### config.mk
export PLATFORM = sky130hd
export DESIGN_NAME = blp_ctrl
export DESIGN_NICKNAME = d
export VERILOG_FILES = /design/src/rtl/blp_pkg.sv /design/src/rtl/blp_ctrl.sv
export SDC_FILE = /design/constraint.sdc
export NUM_CORES = 1
export LEC_CHECK = 0
export BUFFER_PORTS_ARGS = -buffer_cell sky130_fd_sc_hd__buf_4
export CAP_MARGIN = 5
export CORE_AREA = 3 3 40 42
export DETAILED_ROUTE_END_ITERATION = 8
export DIE_AREA = 0 0 43 45
export MAX_ROUTING_LAYER = met4
export SYNTH_ARGS = -nofsm -noshare
export SYNTH_HDL_FRONTEND = slang
export SYNTH_SLANG_ARGS = --single-unit
### constraint.sdc
create_clock -name clk -period 1.4 [get_ports clk]
set_clock_uncertainty 0.1 [all_clocks]
set_input_delay 0.07 -clock clk [delete_from_list [all_inputs] [get_ports clk]]
set_output_delay 0.07 -clock clk [all_outputs]
set_load 0.01 [all_outputs]
### src/rtl/blp_pkg.sv
// Shared types, codes and defaults for the burst latency pairing block.
package blp_pkg;

  localparam int MAX_SPIKES_DEF = 64;
  localparam int TIME_BITS_DEF  = 32;

  localparam int IN_TIME_W = 32;
  localparam int CFG_W     = 32;
  localparam int CFG_IDX_W = 1;
  localparam int CMD_W     = 2;
  localparam int NUM_W     = 7;
  localparam int TAU_W     = 33;

  localparam logic [CMD_W-1:0] CMD_SRC = 2'd0;
  localparam logic [CMD_W-1:0] CMD_TGT = 2'd1;
  localparam logic [CMD_W-1:0] CMD_RUN = 2'd2;

  localparam logic [CFG_IDX_W-1:0] CFG_ISI = 1'b0;
  localparam logic [CFG_IDX_W-1:0] CFG_WIN = 1'b1;

  typedef enum logic [2:0] {
    ST_IDLE,
    ST_START,
    ST_CMP,
    ST_DEC,
    ST_FIN
  } state_t;

  typedef struct packed {
    logic ld_src;
    logic ld_tgt;
    logic start_run;
    logic start_s;
    logic adv;
    logic settle;
    logic take_pair;
    logic push_pend;
    logic next_s;
    logic push_final;
  } ctrl_cmd_t;

  typedef struct packed {
    logic empty;
    logic adv_ok;
    logic pair_ok;
    logic have_pend;
    logic s_last;
    logic out_free;
  } dp_status_t;

endpackage

### src/rtl/blp_ctrl.sv
// Sequencer for loads and the pairing walk.
module blp_ctrl (
  input  logic                      clk,
  input  logic                      rst,
  input  logic                      in_valid,
  input  logic [blp_pkg::CMD_W-1:0] in_cmd,
  output logic                      in_ready,
  input  blp_pkg::dp_status_t       status,
  output blp_pkg::ctrl_cmd_t        cmd
);

  import blp_pkg::*;

  state_t state, state_next;

  always_ff @(posedge clk) begin
    if (rst) begin
      state <= ST_IDLE;
    end else begin
      state <= state_next;
    end
  end

  always_comb begin
    state_next = state;
    cmd        = '0;
    in_ready   = 1'b0;
    unique case (state)
      ST_IDLE: begin
        in_ready = 1'b1;
        if (in_valid) begin
          unique case (in_cmd)
            CMD_SRC: cmd.ld_src = 1'b1;
            CMD_TGT: cmd.ld_tgt = 1'b1;
            CMD_RUN: begin
              cmd.start_run = 1'b1;
              state_next    = status.empty ? ST_FIN : ST_START;
            end
            default: ;
          endcase
        end
      end
      ST_START: begin
        cmd.start_s = 1'b1;
        state_next  = ST_CMP;
      end
      ST_CMP: begin
        if (status.adv_ok) begin
          cmd.adv = 1'b1;
        end else begin
          cmd.settle = 1'b1;
          state_next = ST_DEC;
        end
      end
      ST_DEC: begin
        // an earlier pair can only leave once the output register is free
        if (!(status.pair_ok && status.have_pend && !status.out_free)) begin
          cmd.take_pair = status.pair_ok;
          cmd.push_pend = status.pair_ok && status.have_pend;
          if (status.s_last) begin
            state_next = ST_FIN;
          end else begin
            cmd.next_s = 1'b1;
            state_next = ST_CMP;
          end
        end
      end
      ST_FIN: begin
        if (status.out_free) begin
          cmd.push_final = 1'b1;
          state_next     = ST_IDLE;
        end
      end
      default: state_next = ST_IDLE;
    endcase
  end

endmodule

======== Yosys cells after proc, flatten, opt, wreduce, memory -nomap -nowiden ========
Cells that the tools add are included.
storage, ports and cells
  output and inout bits ................... 11
  word-level logic and storage cells ...... 41
  input port bits ......................... 11
  flip-flop bits (word level) ............. 3
cells by class
  reduce and logical (&&, ||, !) cells .... 6
  equality and inequality tests ........... 11
  muxes and demuxes ....................... 23
operator list
  operator                                                                  count
  3-bit 2-to-1 mux                                                          11
  3-bit one-hot mux with 5 select lines                                     1
  1-bit 2-to-1 mux                                                          10
  2-bit inequality test (second input constant)                             4
  3-bit by 2-bit equality test with 1-bit output (second input constant)    2
  5-bit AND reduction                                                       1
  3-bit by 1-bit equality test with 1-bit output (second input constant)    1
  3-bit equality test (second input constant)                               1
  3-bit zero test                                                           1
  2-bit by 1-bit equality test with 1-bit output (second input constant)    1
  2-bit equality test (second input constant)                               1
  1-bit logical AND                                                         2
  2-bit zero test                                                           1
  2-bit 2-to-1 mux                                                          1
  2-bit by 1-bit inequality test with 1-bit output (second input constant)  1
  1-bit zero test                                                           1

======== Depth between registers and ports, before layout ========
Gate-level depths: netlist of run 1.
  word-level depth ........................ 4
  gate-level depth with buffers ........... 5
  mapped depth without buffers ............ 4

======== Worst setup path after synthesis of run 1 ========
Ideal clock, no wire load.
  path type ............................... reg2reg
  start ................................... register state[0]
  end ..................................... register state[2]
  clock period less this slack ............ 1.399 ns
  arrival ................................. 1.186 ns
  stages on the path, launching flop included .. 6
  buffers on the path ..................... 1
  setup slack ............................. 0.001 ns
  data required time ...................... 1.186 ns
  cell sequence ........................... dfxtp_1 > buf_4 > and4bb_2 > a221oi_2 > nor3b_1 > a21o_1
on the way
  word-level cells in the longest chain between the ends .. 3
  elaborated cells on any way between the ends .. 12
  classes of those cells .................. eq/ne: 9; mux: 1; reduce/logical: 2
ends and longest elaborated chain
  item                                                                                                               RTL line        text
  start, declared                                                                                                    blp_ctrl.sv:14  state_t state, state_next;
  start signal, assigned                                                                                             blp_ctrl.sv:20  state <= state_next;
  3-bit by 2-bit equality test with 1-bit output (tied with other cells)                                             blp_ctrl.sv:28  unique case (state)
  2-bit inequality test (no source line) / 2-bit by 1-bit inequality test with 1-bit output (equally long branches)  --
  5-bit AND reduction (no source line)                                                                               --
Parallel ways exist; a longest one is shown, timed or not.
A chain may end at the register's enable or synchronous reset.

==> summary.md, run 1 <==
| Metric | Value |
|---|---|
| Run status | finished with violations |
| Failing checks | negative setup slack |
| Root Driver | clkbuf_4 |
| Number of global-route vias before repair | 384 |
| Synth Warn # | 0 |
| First-pass GRT wire length | 1690 um |
| Avg Cell Area, Syn | 8.13 um2 |
| Drt pass-1 iters | 4 |
| Setup CP Type | reg -> out |
| CTS clock-pin slew for the worst setup and hold paths | 40 ps |
| Largest net degree at the start of global routing | 8 |
| DP Wirelength | 771 um |
| Hold crit path type | in -> reg |
| Overflow after GRT | 0 |
| CTS tree | done |
| Max Fclk | 712 MHz |
| Total track usage | 0.118 |
| Final setup fails | 1 |
| Synth area leaders | dfxtp_1 19%, nand3b_4 6.5%, nor2_1 6.1% |
| Seq/Total Area, Yosys | 0.194 |
| Largest register FFs | 3 |
| Synthesized cell area | 309 um2 |
| Crit-path slowest cell | dfxtp_4 |
| Routability cong. | 0.722 |
| Die H | 45 um |
| Drt wl/cell | 12.8 um |
| Fraction of layout instances using a drive strength above 1 | 0.639 |
| Pre-CTS setup slack | -14.1 ps |
| RSZ-0062 raised after global routing | true |
| Ant diodes | 0 |
| Synth area leader | dfxtp_1 |
| CTS HTree Levels | 1 |
| R2R depth | 6 |
| Hold-critical path depth | 3 |
| Number of flops mapped to enable cells by yosys | 0 |
| Most common cell in the netlist | nor2_1 |
| Post-synth ARST share | 0 |
| Crit-path most repeated cell | buf_6 |
| Rows | 13 |
| Vias after detailed routing | 418 |
| Worst-skew pair later-pin latency | 230 ps |
| Setup slack after layout | -4.91 ps |
| Vias/cell | 4.80 |
| Yosys top cell area share | 0.194 |
| Layout area overhead | 106% |
| Max incr delay on CP | 370 ps |
| Leak | 0.329 nW |
| Top reg by flops | state |
| Worst Max-Slew Pin Slew | 372 ps |
| Wirelength, routed | 1110 um |
| Crit start category | register |
| Die ar. | 0.00194 mm2 |
| Final core occ | 0.496 |
| Maxcap violations | 0 |
| Flops & latches, synth | 3 |
| Num CTS Buffers | 3 |
| Detailed-route DRC error count | 0 |
| Fin crit period | 1400 ps |
| Ports | 22 |
| Yosys cell types | 24 |
| Initial cell density of the core | 0.241 |
| Largest regs | state: 3 flops |
| Core area | 0.00128 mm2 |
| Clock sink count | 3 |
| Post-synth top cells | 5 x nor2_1, 3 x dfxtp_1, 3 x nor4_1 |
| Pwr/cell area | 1030 mW/mm2 |
| Syn_nets | 49 |
| Rel. slew slack | 0.750 |
| Worst EP arrival | 1230 ps |
| Worst path required time | 1230 ps |
| Final #Nets | 84 |
| VDD IR-drop max | 0.000486 V |
| DRT antenna net count | 0 |
| Worst Setup End Kind | primary output |
| Initial antenna violation count | 0 |
| Final Hold Viols | 0 |
| Synth Instances | 38 |
| Post-synth top flop | dfxtp_1 |
| Crit-path cells | buf_6 -> nand3b_4 -> buf_6 -> nor3_4 -> buf_6 |
| Share of the cycle needed by the critical path after routing | 1.00 |
| DR iter-0 viols | 8 |
| PortBufs | 21 |
| Die W | 43 um |
| Crit-path max FO | 5 |
| Clock Tree Buf Depth | 2 |
| Final-report max-slew violation count | 0 |
-- logic make-up after synthesis --
group / after synthesis / synth area share
compound gates: 8 / 0.202
flops: 3 / 0.194
simple gates: 23 / 0.518
buf+inv: 4 / 0.0850
-- through the flow --
| step | setup TNS [ps] | hold slack [ps] | total power, W | cell area, um2 | cells |
|---|---|---|---|---|---|
| final | -4.91 | 135 | 0.000654 | 637 | 87 |
| after global routing | -294 | 148 | 0.000709 | 637 | 87 |
| after CTS | -3.52 | 109 | 0.000629 | 596 | 86 |
| after detailed placement | -14.1 | 161 | 0.000445 | 527 | 80 |
| after global placement | -7.87 | 162 | 0.000442 | 527 | 80 |
| after floorplan | 0 | 42.4 | 0.000303 | 309 | 38 |
-- final cells by class --
cell class,instances,area [um2]
multi-input combinational,31,262
clock buffer,4,26.3
tap,15,18.8
timing repair buffer,32,254
fill,133,648
inverter,2,7.51
sequential,3,68.8
-- critical path, delay by kind of cell, from the launching register on --
family        cells  cell delay (ps)
simple gates      2              260
flops             1              370
buf+inv           3              390
-- what timing repair did --
| item | CTS | global route |
|---|---|---|
| resized for setup | 8 | 7 |
| setup buffers | 1 | 1 |
| pin swaps | 3 | 3 |
| endpoints found under the setup margin | 9 | 6 |
| hold buffers | 1 | 0 |
| hold endpoints to repair | 2 | 0 |
| gates cloned | 0 | 0 |
-- power breakdown --
| group | switching [W] | internal (W) | total [W] |
|---|---|---|---|
| Combinational | 0.000153 | 0.000210 | 0.000363 |
| Sequential | 0.0000351 | 0.000109 | 0.000144 |
| Clock | 0.0000404 | 0.000107 | 0.000147 |
-- cells in the final DEF, fill, tap and decap left out, drive strengths merged, types with 2 or more instances in the layout --
cell	n
dfxtp	3
buf	31
nor3	3
nor4	3
a211oi	2
clkbuf	4
and3	2
a21oi	2
nor3b	2
nor2	5
nand3b	2
inv	2
-- per-layer routing --
layer	share of wire	track usage
met3	0.082	0.0279
met1	0.38	0.130
met5	0	-
met2	0.54	0.204
met4	0	0.0542
-- final timing paths --
check	from	end	slack [ps]
max	state[0]	cmd[1]	-5
min	status[0]	state[1]	130
max reg2reg	state[0]	state[2]	40
min reg2reg	state[2]	state[0]	570
Note: power is estimated with default switching activity, not from simulation.
==> inputs of run 2 (changes only) <==
ABC_AREA = 1   (was unset)
==> summary.md, run 2 <==
| Metric | Value |
|---|---|
| Crit start category | register |
| Syn_nets | 73 |
| Drt pass-1 iters | 4 |
| Final-report max-slew violation count | 0 |
| Core area | 0.00128 mm2 |
| Dpl cells | 99 |
| Synth area leader | dfxtp_1 |
| Wirelength, routed | 970 um |
| Flops & latches, synth | 3 |
| Yosys cell types | 16 |
| Largest register FFs | 3 |
| First-pass GRT wire length | 1650 um |
| Ant diodes | 0 |
| Fin crit period | 1360 ps |
| Final Hold Viols | 0 |
| Worst Max-Slew Pin Slew | 250 ps |
| Leading cell type in the layout, fill and taps excluded | buf_4 |
| Post-synth top flop | dfxtp_1 |
| Run status | complete, no violations |
| CTS clock-pin slew for the worst setup and hold paths | 40 ps |
| Post-synth ARST share | 0 |
| Synth area leaders | dfxtp_1 17%, nor2_4 13%, nor2_1 11% |
| Post-synth top cells | 10 x nor2_1, 9 x inv_1, 9 x nand2_1 |
| Synthesized cell area | 355 um2 |
| Post-CTS Setup Bufs | 0 |
| Synth Warn # | 0 |
| Worst path required time | 1230 ps |
| DRT antenna net count | 0 |
| Total track usage | 0.115 |
| CTS HTree Levels | 1 |
| Non-filler instance count after layout | 104 |
| Overflow after GRT | 0 |
| Detailed-route DRC error count | 0 |
| Avg Cell Area, Syn | 5.73 um2 |
| Clock Tree Buf Depth | 2 |
| Routability cong. | 0.745 |
| Pwr/cell area | 1450 mW/mm2 |
| Worst-skew pair later-pin latency | 230 ps |
| Final core occ | 0.458 |
| Maxcap violations | 0 |
| PortBufs | 21 |
| Initial antenna violation count | 0 |
| Final #Nets | 101 |
| Die H | 45 um |
| Vias/cell | 4.38 |
| Die W | 43 um |
| Largest net degree at the start of global routing | 8 |
| Largest regs | state: 3 flops |
| Most used cells in the layout excluding fill and tap cells | 22 x buf_4, 10 x nor2_1, 9 x inv_1, 9 x nand2_1, 7 x nand3_1 |
| Fraction of layout instances using a drive strength above 1 | 0.472 |
| Leak | 0.304 nW |
| Ports | 22 |
| Fill cell count | 145 |
| Root Driver | clkbuf_4 |
| Initial cell density of the core | 0.277 |
| DP Wirelength | 780 um |
| Number of flops mapped to enable cells by yosys | 0 |
| Crit-path max FO | 7 |
| RSZ-0062 raised after global routing | true |
| Drt wl/cell | 9.33 um |
| Final setup fails | 0 |
| Reg2reg setup slack | 170 ps |
| Vias after detailed routing | 456 |
| Setup CP Type | reg -> out |
| Hold crit path type | in -> reg |
| Share of the cycle needed by the critical path after routing | 0.971 |
| Num CTS Buffers | 3 |
| Layout area overhead | 65.5% |
| DR iter-0 viols | 8 |
| Worst EP arrival | 1190 ps |
| Most common cell in the netlist | nor2_1 |
| Rows | 13 |
| Die ar. | 0.00194 mm2 |
| VDD IR-drop max | 0.000608 V |
| Top reg by flops | state |
| Worst Setup End Kind | primary output |
| Rel. slew slack | 0.832 |
| CTS tree | done |
| Yosys top cell area share | 0.169 |
| Number of global-route vias before repair | 403 |
| Seq/Total Area, Yosys | 0.169 |
| Max Fclk | 736 MHz |
| Synth Instances | 62 |
| Clock sink count | 3 |
[run 2: cell count changes in the layout (fill, tap and decap cells not counted), moves of 3 or more]
cell	delta
nand2_2	+4
nor2_1	+5
buf_4	-6
buf_6	-3
nand3_1	+6
inv_1	+7
nor2_4	+4
nand2_1	+8
[run 2: cells by family (layout without fill, tap and decap cells)]
kind of cell    after synthesis  count (layout)  share of synthesized area
compound gates                4               4                     0.0563
flops                         3               3                      0.169
simple gates                 43              43                      0.648
buf+inv                      12              39                      0.127
[run 2: report_power, final]
group / leakage [nW] / internal [W] / switching, W
Combinational: 0.263 / 0.000223 / 0.000310
Sequential: 0.0255 / 0.000119 / 0.0000447
Clock: 0.0150 / 0.000107 / 0.0000465
[run 2: routing by layer]
metal / GRT usage / vias up / wire [um]
met2: 0.177 / 15 / 443
met1: 0.144 / 194 / 444
li1: - / 247 / -
met4: 0.0361 / 0 / 0
met5: - / - / 0
met3: 0.0359 / 0 / 82
[run 2: worst max-delay path, stage by stage (launching register included)]
cell and delay (ps):
dfxtp_2 350, nor2_2 160, nand2_2 130, nor3_1 160
buf_4 150
[run 2: final cells by class]
type / count / area (um2) / share of cell area
multi-input combinational: 47 / 260 / 0.443
timing repair buffer: 23 / 175 / 0.298
inverter: 12 / 45.0 / 0.0766
clock buffer: 4 / 26.3 / 0.0447
tap: 15 / 18.8 / 0.0319
sequential: 3 / 62.6 / 0.106
[run 2: final timing paths]
kind,to,cells past startpoint,start
worst max-delay path,cmd[8],4,state[1]
worst min-delay path,state[0],4,status[0]
worst max register to register,state[0],5,state[1]
worst min register to register,state[2],2,state[2]
[run 2: repair_timing]
| item | CTS | global route |
|---|---|---|
| pin swaps | 0 | 0 |
| endpoints found under the setup margin | 3 | 7 |
| hold buffers | 1 | 0 |
| gates resized for setup | 1 | 3 |
| gates cloned | 0 | 0 |
| hold endpoints to repair | 3 | 0 |
[run 2: per-stage QoR]
stage | instance area (um2) | setup TNS [ps] | hold WS (ps) | total power (W) | worst slack [ps]
detailed placement | 539 | 0 | 139 | 0.000685 | 145
global placement | 539 | 0 | 138 | 0.000685 | 161
finish | 588 | 0 | 63.4 | 0.000850 | 40.5
floorplan | 355 | 0 | 39.1 | 0.000505 | 264
global route | 588 | -208 | 70.1 | 0.000948 | -44.3
CTS | 577 | 0 | 66.3 | 0.000851 | 30.4
